--- config.mk ---
export PLATFORM = sky130hd
export DESIGN_NAME = dat_front
export DESIGN_NICKNAME = d
export VERILOG_FILES = /design/src/hdl/dat_pkg.sv /design/src/hdl/dat_front.sv
export SDC_FILE = /design/constraint.sdc
export NUM_CORES = 1
export LEC_CHECK = 0
export BUFFER_PORTS_ARGS = -buffer_cell sky130_fd_sc_hd__buf_4
export CORE_MARGIN = 5
export CORE_UTILIZATION = 47
export CTS_CLUSTER_DIAMETER = 150
export DETAILED_ROUTE_END_ITERATION = 8
export PLACE_DENSITY = 0.78
export RECOVER_POWER = 100
export SETUP_SLACK_MARGIN = 0.5
export SLEW_MARGIN = 20
export SYNTH_ARGS = -nofsm -noshare
export SYNTH_HDL_FRONTEND = slang
export SYNTH_SLANG_ARGS = --single-unit
--- constraint.sdc ---
create_clock -name clock -period 2.9 [get_ports clock]
set_input_delay 0.58 -clock clock [delete_from_list [all_inputs] [get_ports clock]]
set_output_delay 0.58 -clock clock [all_outputs]
set_load 0.05 [all_outputs]
--- src/hdl/dat_pkg.sv ---
`timescale 1ns / 1ps
// ============================================================================
// dat_pkg
// Shared types, constants and codes of the delivery acknowledgement tracker.
// ============================================================================
package dat_pkg;

   // Field widths
   localparam int FuncWidth  = 3;
   localparam int SeqWidth   = 32;
   localparam int CountWidth = 16;
   localparam int TimeWidth  = 32;

   // Pending delivery queue
   localparam int PendingDepth = 64;
   localparam int PtrWidth     = $clog2(PendingDepth);
   localparam int FillWidth    = $clog2(PendingDepth + 1);
   localparam int EntryWidth   = SeqWidth + TimeWidth;

   // Most results that one walk may produce
   localparam int ResultLimit      = 64;
   localparam int ResultCountWidth = $clog2(ResultLimit + 1);

   // Command queue between front and back
   localparam int CmdQueueDepth = 2;
   localparam int CmdPtrWidth   = $clog2(CmdQueueDepth);
   localparam int CmdCountWidth = $clog2(CmdQueueDepth + 1);

   // Register port
   localparam int CsrAddrWidth = 3;
   localparam int CsrDataWidth = 32;
   localparam logic CsrIndexAckTimeout = 1'b0;
   localparam logic [SeqWidth-1:0] AckTimeoutReset = 32'd1000;

   localparam logic [CountWidth-1:0] AckCountMax = '1;

   // Input function codes
   localparam logic [FuncWidth-1:0] FUNC_SEND        = 3'd0;
   localparam logic [FuncWidth-1:0] FUNC_RECEIVE     = 3'd1;
   localparam logic [FuncWidth-1:0] FUNC_BUILD_ACK   = 3'd2;
   localparam logic [FuncWidth-1:0] FUNC_PROCESS_ACK = 3'd3;
   localparam logic [FuncWidth-1:0] FUNC_TIMEOUT     = 3'd4;
   localparam logic [FuncWidth-1:0] FUNC_CLEAR       = 3'd5;

   typedef enum logic [2:0] {
      OP_SEND,
      OP_RECEIVE,
      OP_BUILD_ACK,
      OP_PROCESS_ACK,
      OP_TIMEOUT,
      OP_CLEAR,
      OP_NONE
   } op_type;

   typedef enum logic [2:0] {
      KIND_SENT     = 3'd0,
      KIND_ACCEPTED = 3'd1,
      KIND_REJECTED = 3'd2,
      KIND_ACK_REC  = 3'd3,
      KIND_SUCCESS  = 3'd4,
      KIND_FAILURE  = 3'd5,
      KIND_DONE     = 3'd6,
      KIND_FULL     = 3'd7
   } kind_type;

   typedef enum logic [1:0] {
      ST_IDLE,
      ST_READ,
      ST_EVAL,
      ST_FINISH
   } back_state_type;

   typedef struct packed {
      logic [FuncWidth-1:0]  func;
      logic [SeqWidth-1:0]   seq_number;
      logic [CountWidth-1:0] ack_count;
      logic [TimeWidth-1:0]  now;
   } req_type;

   typedef struct packed {
      kind_type              kind;
      logic [SeqWidth-1:0]   seq_out;
      logic [CountWidth-1:0] count_out;
      logic                  acks_pending;
      logic                  last;
   } rsp_type;

   typedef struct packed {
      op_type                op;
      logic [SeqWidth-1:0]   seq_number;
      logic [CountWidth-1:0] ack_count;
      logic [TimeWidth-1:0]  now;
   } cmd_type;

   typedef struct packed {
      logic    valid;
      cmd_type cmd;
   } cmd_chan_type;

endpackage

--- src/hdl/dat_front.sv ---
`timescale 1ns / 1ps
// ============================================================================
// dat_front
// Accepts input items, decodes the function code and queues the command.
// ============================================================================
module dat_front (
   input  logic                  clock,
   input  logic                  reset,
   input  logic                  req_valid,
   output logic                  req_stall,
   input  dat_pkg::req_type      req_payload,
   output dat_pkg::cmd_chan_type cmd_chan,
   input  logic                  cmd_take
);

   dat_pkg::cmd_type                  q_ff [dat_pkg::CmdQueueDepth];
   logic [dat_pkg::CmdPtrWidth-1:0]   wr_ptr_ff, wr_ptr_in;
   logic [dat_pkg::CmdPtrWidth-1:0]   rd_ptr_ff, rd_ptr_in;
   logic [dat_pkg::CmdCountWidth-1:0] count_ff, count_in;
   dat_pkg::cmd_type                  decoded;
   logic                              push;
   logic                              pop;

   always_comb begin
      decoded.seq_number = req_payload.seq_number;
      decoded.ack_count  = req_payload.ack_count;
      decoded.now        = req_payload.now;
      unique case (req_payload.func)
         dat_pkg::FUNC_SEND:        decoded.op = dat_pkg::OP_SEND;
         dat_pkg::FUNC_RECEIVE:     decoded.op = dat_pkg::OP_RECEIVE;
         dat_pkg::FUNC_BUILD_ACK:   decoded.op = dat_pkg::OP_BUILD_ACK;
         dat_pkg::FUNC_PROCESS_ACK: decoded.op = dat_pkg::OP_PROCESS_ACK;
         dat_pkg::FUNC_TIMEOUT:     decoded.op = dat_pkg::OP_TIMEOUT;
         dat_pkg::FUNC_CLEAR:       decoded.op = dat_pkg::OP_CLEAR;
         default:                   decoded.op = dat_pkg::OP_NONE;
      endcase
   end

   assign req_stall = (count_ff == dat_pkg::CmdCountWidth'(dat_pkg::CmdQueueDepth));
   assign push      = req_valid && !req_stall;
   assign pop       = cmd_take && (count_ff != '0);

   assign cmd_chan.valid = (count_ff != '0);
   assign cmd_chan.cmd   = q_ff[rd_ptr_ff];

   always_comb begin
      wr_ptr_in = wr_ptr_ff;
      rd_ptr_in = rd_ptr_ff;
      count_in  = count_ff;
      if (push) begin
         if (wr_ptr_ff == dat_pkg::CmdPtrWidth'(dat_pkg::CmdQueueDepth - 1)) begin
            wr_ptr_in = '0;
         end else begin
            wr_ptr_in = wr_ptr_ff + 1'b1;
         end
      end
      if (pop) begin
         if (rd_ptr_ff == dat_pkg::CmdPtrWidth'(dat_pkg::CmdQueueDepth - 1)) begin
            rd_ptr_in = '0;
         end else begin
            rd_ptr_in = rd_ptr_ff + 1'b1;
         end
      end
      if (push && !pop) begin
         count_in = count_ff + 1'b1;
      end else if (pop && !push) begin
         count_in = count_ff - 1'b1;
      end
   end

   always_ff @(posedge clock) begin
      if (reset) begin
         wr_ptr_ff <= '0;
         rd_ptr_ff <= '0;
         count_ff  <= '0;
      end else begin
         wr_ptr_ff <= wr_ptr_in;
         rd_ptr_ff <= rd_ptr_in;
         count_ff  <= count_in;
      end
   end

   always_ff @(posedge clock) begin
      if (push) begin
         q_ff[wr_ptr_ff] <= decoded;
      end
   end

endmodule

Word level (Yosys, flattened, before mapping):

Memories as Yosys holds them, arrays and structs flattened. A register that Yosys moved wholly into a read port is not among the register bits.
Cells that the tools add are included.

* $mul: 0
* mux-type cells: 9
* divide/modulo/power cells: 0
* reduce and logical (&&, ||, !) cells: 10
* order comparisons: 0
* equal/unequal tests: 6
* shift operators: 0
* add/subtract/negate cells: 4
* bitwise logic cells: 0

Operators with widths (number)
* $pmux W3 S6: 1
* $eq A3 B2 Y1 const B: 2
* $eq A3 B3 Y1 const B: 2
* $mux W1: 6
* $logic_and A1 B1 Y1: 4
* $mux W2: 2
* $reduce_bool A2 Y1: 2
* $eq A3 B1 Y1 const B: 1
* $logic_not A1 Y1: 3
* $logic_not A3 Y1: 1
* $add A1 B1 Y1 const B: 2
* $add A2 B1 Y2 const B: 1
* $eq A2 B2 Y1 const B: 1
* $sub A2 B1 Y2 const B: 1

* memories kept: 1
* output and inout port bits: 85
* input port bits: 87
* latch bits: 0
* bits in writable memories: 166
* memory bits (read-only): 0
* register bits after elaboration: 4

Memory list
* q_ff: words 2, bits a word 83, read ports 1, clocked after memory_dff 1, wr ports 1, RTL line dat_front.sv:16 `dat_pkg::cmd_type q_ff [dat_pkg::CmdQueueDepth];`

Depth between registers and ports, before layout:

Gate-level depths: netlist (run 1).

* depth in word-level cells: 7
* mapped depth: 6

Worst setup path after synthesis (run 1):

Ideal clock, no wire load.

* kind: input -> register
* start: input port req_valid
* end: memory q_ff[1][0] (netlist bit) (enable)
* stages on the path: 3
* buffers on the path: 0
* arrival time: 2.706 ns
* setup slack: -0.257 ns
* path through: inv_1 nor2_1 and2_1

* word-level cells in the longest chain between the ends: 3

RTL lines
* start, declared: RTL line dat_front.sv:9 `input logic req_valid,`
* $logic_and A1 B1 Y1: RTL line dat_front.sv:40 `assign push = req_valid && !req_stall;`
* net push: RTL line dat_front.sv:21 `logic push;`
* $mux W1: RTL line dat_front.sv:84 `if (push) begin`
* $mux W1 (implied by the code): RTL line dat_front.sv:85 `q_ff[wr_ptr_ff] <= decoded;`
* end, declared: RTL line dat_front.sv:16

The timed path passes the listed nets, and every way through them passes these cells.

==> results.json, run 1 <==
{
  "area_delta_synth_final_pct": 28.8,
  "setup_tns_ps": 0,
  "cellLeakagePower_nw": 2.85,
  "rsz0062_at_grt": "no",
  "dr_total_vias": 3170,
  "ys_types": 18,
  "multi_input_area_um2": 1050,
  "period_share_pct": 86.2,
  "ys_ff_latch": 171,
  "antenna_cells": 0,
  "cp_cell_sequence": "buf_6 -> mux2_2 -> clkbuf_1",
  "finClkSkew_ps": 7.54,
  "synthCells": 286,
  "dpl.hpwl_um": 7930,
  "port_buffers": 171,
  "finalHoldViolations": 0,
  "postSynthAreaPerCell_um2": 21.8,
  "period_needed_ps": 2500,
  "power.total_w": 0.00855,
  "pwr-share-seq_pct": 37.6,
  "row_count": 42,
  "first_global_vias": 3481,
  "drt_iter0_markers": 133,
  "status": "complete, no violations",
  "clkTransAtPathRegs_ps": 60,
  "worst_slew_pin_slew_ps": 1160,
  "cts_tree": "yes",
  "post-synth-top-count-cell": "edfxtp_1",
  "grt_overflow": 0,
  "pre_cts_slack_ps": 796,
  "ys_warn_count": 0,
  "synth_area_leaders": "edfxtp_1, mux2_2, dfxtp_1, buf_6, xor2_1",
  "cp_slowest_cell": "dfxtp_1",
  "clock-sinks": 171,
  "r2r-end": "q_ff[0][67]",
  "synth_edf_count": 166,
  "grt.total_usage_pct": 14.7,
  "cts_hold_buf": 0,
  "r2r-start": "count_ff[0]",
  "die_w_um": 125,
  "die_y_um": 125,
  "startpoint_type": "flop",
  "slew_headroom_pct": 22.4,
  "finalSetupViolations": 0,
  "drv_cap": 0,
  "required_ps": 2320,
  "synth_ff_type": "edfxtp_1",
  "drive_gt1_share_pct": 45.1,
  "r2r_cells": 4,
  "slowest_delay_ps": 590,
  "route.final.wire_length_um": 11600,
  "htreeDepth": 4,
  "critPathArrivalTime_ps": 1920,
  "gp_routability_congestion": 0.714,
  "peakVddDrop_mv": 0.724,
  "switchingPower_w": 0.00303,
  "core_area_um2": 13100,
  "intPower_w": 0.00551,
  "swShare_pct": 35.5,
  "hold_class": "in2reg",
  "regArea_um2": 5080,
  "antenna_found_initial": 0,
  "async_flop_share_pct": 0,
  "grt_pass1_wl_um": 17500,
  "placed_cells": 627,
  "final_antenna_net_count": 0,
  "critPathKind": "reg2out",
  "combinationalPowerShare_pct": 33.4,
  "first_pass_iters": 4,
  "synth_nets": 374,
  "netlist.area_leader.share_pct": 79.8,
  "grt_max_degree": 84,
  "endpoint": "cmd_chan[46]",
  "postLayoutCoreUtil_pct": 61.2,
  "fill_cells": 1037,
  "clk_path_buf_depth": 2,
  "pwr-share-clk_pct": 29.0,
  "post-route-drc-count": 0,
  "pin_count": 172,
  "wl_per_cell_um": 17.4,
  "layout_setup_ws_ps": 399,
  "nNetsFinal": 563,
  "max_freq_mhz": 400,
  "synth_area_leader_cell": "edfxtp_1",
  "critPathCaptureType": "output port",
  "insertion_delay_ps": 400,
  "start_util_pct": 47.5,
  "cts_made_buffers": 17,
  "drv_slew": 0,
  "reg2reg_setup_slack_ps": 540,
  "powerDensity_nw_per_um2": 1060,
  "cts_root_buffer": "clkbuf_16",
  "syn_area_um2": 6250,
  "cp_max_fo": 17,
  "instances_no_fill": 664,
  "ys_top_cells_by_count": "edfxtp_1, mux2_2, buf_6, dfxtp_1, nor2_1",
  "dieArea_um2": 15700,
  "ys_seq_area_share_pct": 81.4,
  "vias_per_cell": 4.77
}
## kinds of logic (layout without fill, tap and decap cells)
logic type               count (synthesis)  in the layout  synth area share [%]
AO/OA/AOI/OAI                            6              6                 0.521
XOR/XNOR                                 3              3                 0.421
adder cells (fa/ha/maj)                  1              1                 0.200
buffers and inverters                   13            215                  1.70
flip-flops                             171            171                  81.4
multiplexers                            83             83                  15.0
AND/OR/NAND/NOR                          9              9                 0.781
## per-layer routing
metal	share of wire [%]	global-route usage, %	wire [µm]	vias up
met5	0	0	0	-
met4	0.73	4.97	85	0
met3	7.1	5.46	819	9
met2	54	26.7	6290	110
met1	38	15.6	4390	1545
li1	-	-	-	1506
## worst min path at each step
stage	start	end	depth (start not counted)
6_report	reset	wr_ptr_ff	2
2_1_floorplan	wr_ptr_ff	wr_ptr_ff	2
3_5_place_dp	count_ff[1]	count_ff[1]	2
4_1_cts	req_payload[62]	q_ff[1][62]	1
3_3_place_gp	wr_ptr_ff	wr_ptr_ff	2
5_1_grt	reset	wr_ptr_ff	2
## power by group through the flow
| stage | Combinational [W] | Clock [W] | Sequential, W |
|---|---|---|---|
| after floorplan | 0.00232 | 0 | 0.00323 |
| after global placement | 0.00308 | 0 | 0.00329 |
| after detailed placement | 0.00311 | 0 | 0.00331 |
| after CTS | 0.00317 | 0.00253 | 0.00324 |
| after global routing | 0.00299 | 0.00264 | 0.00324 |
| final | 0.00285 | 0.00248 | 0.00322 |
## what timing repair did
action                     CTS  global route
gates resized for setup      0             1
buffers inserted             1             4
setup endpoints to repair   54            31
## metrics by stage
stage	hold slack [ps]	cell area, µm²
3_3_place_gp	472	7750
2_1_floorplan	456	6260
4_1_cts	331	8430
3_5_place_dp	492	7750
6_report	376	8040
5_1_grt	352	8040
## worst max-delay path, delay by kind of cell (launching register included)
family	cells	cell delay (ps)
mux	1	180
flops	1	590
buf+inv	2	750
## cell usage in the layout (no fill, tap or decap), types with 2 or more instances in the layout
master	count
a21oi_1	2
buf_4	15
bufinv_16	5
clkbuf_1	76
clkbuf_16	17
clkbuf_2	38
clkbuf_4	49
clkbuf_8	4
clkinv_2	2
clkinv_4	3
dfxtp_1	5
edfxtp_1	166
mux2_1	2
mux2_2	81
nor2_1	4
o21ai_0	3
or3_1	2
xor2_1	3
## layout make-up
| class | instances | share of cell area (%) |
|---|---|---|
| Inverter | 2 | 0.140 |
| Clock inverter | 10 | 2.32 |
| Tap cell | 176 | 2.74 |
| Timing Repair Buffer | 181 | 12.5 |
| Multi-Input combinational cell | 102 | 13.1 |
| Sequential cell | 171 | 63.2 |
| Clock buffer | 22 | 6.02 |
## state kept, by name, indices dropped and copies added, names as in the netlist, named ones only
name       count
wr_ptr_ff      1
q_ff         166
count_ff       2
rd_ptr_ff      1
No activity file was read; power rests on OpenSTA's default activity.
==> run 2, diff against run 1 <==
--- a/config.mk
+++ b/config.mk
@@ -6,11 +6,13 @@
 export NUM_CORES = 1
 export LEC_CHECK = 0
 export BUFFER_PORTS_ARGS = -buffer_cell sky130_fd_sc_hd__buf_4
+export CELL_PAD_IN_SITES_DETAIL_PLACEMENT = 1
+export CELL_PAD_IN_SITES_GLOBAL_PLACEMENT = 2
 export CORE_MARGIN = 5
-export CORE_UTILIZATION = 47
+export CORE_UTILIZATION = 34
 export CTS_CLUSTER_DIAMETER = 150
 export DETAILED_ROUTE_END_ITERATION = 8
-export PLACE_DENSITY = 0.78
+export PLACE_DENSITY = 0.77
 export RECOVER_POWER = 100
 export SETUP_SLACK_MARGIN = 0.5
 export SLEW_MARGIN = 20
==> run 2 against run 1 <==
Net effect: final cell count up 8.1%; critical endpoint is now cmd_chan[1]; count of clock-buffer cells in the layout is 5 lower; sequential share of layout area grew 0.066 points; critical path type unchanged.
==> results.json, run 2 (synthesis results as in run 1) <==
{
  "required_ps": 2320,
  "peakVddDrop_mv": 0.524,
  "row_count": 49,
  "start_util_pct": 34.7,
  "critPathKind": "reg2out",
  "worst_slew_pin_slew_ps": 1160,
  "path_buf_inv": 2,
  "drv_cap": 0,
  "powerDensity_nw_per_um2": 1050,
  "die_y_um": 146,
  "first_pass_iters": 4,
  "first_global_vias": 3704,
  "cp_cell_sequence": "clkbuf_2 -> mux2_2 -> clkbuf_1",
  "critPathCaptureType": "output port",
  "critPathArrivalTime_ps": 1940,
  "grt_overflow": 0,
  "hold_class": "in2reg",
  "grt_pass1_wl_um": 20500,
  "htreeDepth": 4,
  "cts_tree": "yes",
  "cts_made_buffers": 17,
  "core_area_um2": 18000,
  "insertion_delay_ps": 410,
  "drt_iter0_markers": 132,
  "clock-sinks": 171,
  "rsz0062_at_grt": "no",
  "route.final.wire_length_um": 13300,
  "area_delta_synth_final_pct": 28.7,
  "period_needed_ps": 2520,
  "reg.largest.list": "q_ff: 166 flops, count_ff: 2 flops",
  "pin_count": 172,
  "finClkSkew_ps": 9.42,
  "wl_per_cell_um": 18.6,
  "slowest_delay_ps": 470,
  "setup_tns_ps": 0,
  "final_antenna_net_count": 0,
  "dr_total_vias": 3213,
  "timing.hold.ws_ps": 366,
  "max_freq_mhz": 396,
  "top_register": "q_ff",
  "nNetsFinal": 564,
  "r2r_cells": 4,
  "dieArea_um2": 21200,
  "cts_root_buffer": "clkbuf_16",
  "cp.depth": 3,
  "finalHoldViolations": 0,
  "slew_headroom_pct": 22.6,
  "grt.total_usage_pct": 12.4,
  "drive_gt1_share_pct": 38.9,
  "cp_top_family": "buffers and inverters",
  "cp_slowest_cell": "clkbuf_1",
  "period_share_pct": 87.0,
  "startpoint_type": "flop",
  "antenna_cells": 0,
  "finalSetupViolations": 0,
  "cellLeakagePower_nw": 2.75,
  "cts_hold_buf": 0,
  "mostFrequentLayoutCells": "edfxtp_1, clkbuf_1, mux2_2, clkbuf_4, buf_4",
  "port_buffers": 171,
  "clkTransAtPathRegs_ps": 70,
  "vias_per_cell": 4.47,
  "die_w_um": 146,
  "drv_slew": 0,
  "gp_routability_congestion": 0.708,
  "grt_max_degree": 44,
  "post-route-drc-count": 0,
  "largest_register_ffs": 166,
  "clk_path_buf_depth": 2,
  "status": "complete, no violations",
  "whs_path_depth": 2,
  "antenna_found_initial": 0,
  "layout_commonest_cell": "edfxtp_1",
  "dpl.hpwl_um": 9050,
  "cp_max_fo": 12
}
[run 2: worst register-to-register path, delay by kind of cell (launching register included)]
kind,cells,cell delay (ps)
flip-flops,1,430
buffers and inverters,2,950
AND/OR/NAND/NOR,2,550
[run 2: routing by layer]
| metal | global-route usage [%] | vias up | routed length, µm |
|---|---|---|---|
| met3 | 4.08 | 11 | 630 |
| li1 | - | 1506 | - |
| met2 | 22.1 | 94 | 7190 |
| met1 | 14.2 | 1602 | 5360 |
| met4 | 3.92 | 0 | 165 |
| met5 | 0 | - | 0 |
[run 2: path summary, 6_finish.rpt]
| kind | start | to | slack, ps |
|---|---|---|---|
| worst max-delay path | flop | cmd_chan[1] | 380 |
| worst min-delay path | reset | wr_ptr_ff | 370 |
| worst max register to register | count_ff[0] | q_ff[0][6] | 550 |
| worst min register to register | wr_ptr_ff | wr_ptr_ff | 510 |
[run 2: layout make-up]
cell class | count | area, µm²
Sequential cell | 171 | 5090
Clock inverter | 15 | 186
Tap cell | 229 | 287
Fill cell | 1806 | 9980
Timing Repair Buffer | 182 | 988
Multi-Input combinational cell | 102 | 1050
Clock buffer | 17 | 425
Inverter | 2 | 11.3
[run 2: power by group]
part / switching [W] / internal, W / total (W)
sequential: 0.000105 / 0.00311 / 0.00322
combinational: 0.00211 / 0.000749 / 0.00286
clock: 0.000966 / 0.00137 / 0.00234
total: 0.00319 / 0.00524 / 0.00842
[run 2: timing repair]
action,in CTS,in global routing
cloned,0,0
setup buffers,1,4
setup endpoints to repair,61,49
resized for setup,2,0
[run 2: per-stage QoR]
stage | worst slack, ps | std cells | util [%] | power [W] | instance area, µm²
finish | 378 | 718 | 44.6 | 0.00842 | 8040
global placement | 845 | 681 | 43.3 | 0.00641 | 7810
CTS | 490 | 714 | 46.8 | 0.00886 | 8440
detailed placement | 776 | 681 | 43.3 | 0.00647 | 7810
global route | 286 | 718 | 44.6 | 0.00878 | 8040
floorplan | 429 | 286 | - | 0.00554 | 6260
==> run 3, diff against run 2 <==
--- a/config.mk
+++ b/config.mk
@@ -9,10 +9,12 @@
 export CELL_PAD_IN_SITES_DETAIL_PLACEMENT = 1
 export CELL_PAD_IN_SITES_GLOBAL_PLACEMENT = 2
 export CORE_MARGIN = 5
-export CORE_UTILIZATION = 34
+export CORE_UTILIZATION = 42
+export CTS_BUF_LIST = sky130_fd_sc_hd__clkbuf_4 sky130_fd_sc_hd__clkbuf_8
 export CTS_CLUSTER_DIAMETER = 150
 export DETAILED_ROUTE_END_ITERATION = 8
-export PLACE_DENSITY = 0.77
+export GPL_TIMING_DRIVEN = 0
+export PLACE_DENSITY = 0.88
 export RECOVER_POWER = 100
 export SETUP_SLACK_MARGIN = 0.5
 export SLEW_MARGIN = 20
==> constraint.sdc (replaced) <==
create_clock -name clock -period 3.2 [get_ports clock]
set_input_delay 0.64 -clock clock [delete_from_list [all_inputs] [get_ports clock]]
set_output_delay 0.64 -clock clock [all_outputs]
set_load 0.05 [all_outputs]
==> run 3 against run 2 <==
Net effect: total power fell by 16%; via count fell by 0.40%; count of clock-buffer cells in the layout did not move; final area is 2.3% lower; flip-flop and latch count did not move; critical path type unchanged; critical endpoint is now cmd_chan[0].
==> results.json, run 3 (synthesis results as in run 1) <==
{
  "status": "complete, no violations",
  "antenna_cells": 0,
  "port_buffers": 171,
  "die_w_um": 132,
  "vias_per_cell": 4.73,
  "insertion_delay_ps": 440,
  "peakVddDrop_mv": 0.400,
  "clock-sinks": 171,
  "endpoint": "cmd_chan[0]",
  "grt.total_usage_pct": 14.8,
  "final_antenna_net_count": 0,
  "gp_routability_congestion": 0.702,
  "first_global_vias": 3723,
  "top_register": "q_ff",
  "drv_slew": 0,
  "nNetsFinal": 567,
  "grt_overflow": 0,
  "r2r-start": "count_ff[1]",
  "period_share_pct": 81.7,
  "required_ps": 2560,
  "clk_path_buf_depth": 2,
  "reg.largest.list": "q_ff: 166 flops, count_ff: 2 flops",
  "period_needed_ps": 2610,
  "cp_max_fo": 10,
  "slew_headroom_pct": 28.4,
  "htreeDepth": 4,
  "powerDensity_nw_per_um2": 896,
  "area_delta_synth_final_pct": 25.7,
  "pin_count": 172,
  "worst_slew_pin_slew_ps": 1070,
  "critPathArrivalTime_ps": 1970,
  "antenna_found_initial": 0,
  "pre_cts_slack_ps": 866,
  "wl_per_cell_um": 18.7,
  "rsz0062_at_grt": "no",
  "dr_total_vias": 3200,
  "met3_usage_pct": 5.23,
  "cts_made_buffers": 17,
  "fill_cells": 1397,
  "startpoint_type": "flop",
  "cellLeakagePower_nw": 2.70,
  "dpl.hpwl_um": 8930,
  "cts_hold_buf": 0,
  "finClkSkew_ps": 10.6,
  "critPathKind": "reg2out",
  "dieArea_um2": 17400,
  "drt_iter0_markers": 120,
  "largest_register_ffs": 166,
  "cts_tree": "yes",
  "dpl_cell_area_um2": 7830,
  "grt_pass1_wl_um": 19900,
  "first_pass_iters": 4,
  "finalSetupViolations": 0,
  "drv_cap": 0,
  "die_y_um": 132,
  "met1_usage_pct": 16.5,
  "r2r-end": "q_ff[0][36]",
  "grt_max_degree": 43,
  "postCtsResizedCells": 0,
  "cts_root_buffer": "clkbuf_8",
  "core_area_um2": 14500,
  "hold_class": "in2reg",
  "clkTransAtPathRegs_ps": 90,
  "max_freq_mhz": 383,
  "start_util_pct": 43.0,
  "design_area_um2": 7850,
  "row_count": 44,
  "busiest_layer": "met2",
  "finalHoldViolations": 0,
  "layout_commonest_cell": "edfxtp_1",
  "route.final.wire_length_um": 12600,
  "r2r_cells": 4,
  "postLayoutCoreUtil_pct": 54.0,
  "post-route-drc-count": 0,
  "critPathCaptureType": "output port",
  "layout_setup_ws_ps": 586,
  "mostFrequentLayoutCells": "edfxtp_1, clkbuf_1, mux2_2, clkbuf_4, clkbuf_8",
  "drive_gt1_share_pct": 41.9,
  "reg2reg_setup_slack_ps": 650,
  "cts_setup_buffers": 0,
  "grt_use_met2_pct": 25.7
}
-- run 3: cell type report --
cell class	count	area, µm²	share of cell area [%]
Buffer	11	97.6	1.24
Clock inverter	15	173	2.20
Sequential cell	171	5080	64.8
Tap cell	184	230	2.93
Multi-Input combinational cell	102	1050	13.4
Inverter	2	11.3	0.143
Clock buffer	17	234	2.98
Timing Repair Buffer	174	968	12.3
-- run 3: routing by layer --
| metal | vias up | part of all wire [%] |
|---|---|---|
| li1 | 1510 | - |
| met1 | 1563 | 39 |
| met2 | 109 | 52 |
| met3 | 18 | 6.9 |
| met4 | 0 | 1.9 |
| met5 | - | 0 |
-- run 3: worst min-delay path by stage --
stage                    startpoint           to  slack [ps]  cells after the start
finish              req_payload[41]  q_ff[1][41]         400                      1
global placement          wr_ptr_ff    wr_ptr_ff         480                      2
global route        req_payload[40]  q_ff[1][40]         350                      1
floorplan                 wr_ptr_ff    wr_ptr_ff         450                      2
CTS                 req_payload[41]  q_ff[1][41]         330                      1
detailed placement      count_ff[1]  count_ff[1]         510                      2
-- run 3: where the power goes --
group	total (W)	internal (W)	switching, W
combinational	0.00261	0.000689	0.00192
clock	0.00153	0.000773	0.000760
sequential	0.00289	0.00281	0.0000743
-- run 3: stage by stage --
step	std cells	setup TNS, ps	total power (W)	hold WS, ps
global placement	641	-6810	0.00584	476
finish	676	0	0.00703	400
global route	676	0	0.00737	349
CTS	676	0	0.00747	330
floorplan	286	0	0.00502	452
detailed placement	644	0	0.00591	505
-- run 3: critical path, cell delays in order (launching register included) --
cell and delay [ps]:
dfxtp_1 330, clkbuf_1 440, mux2_2 270, clkbuf_1 500
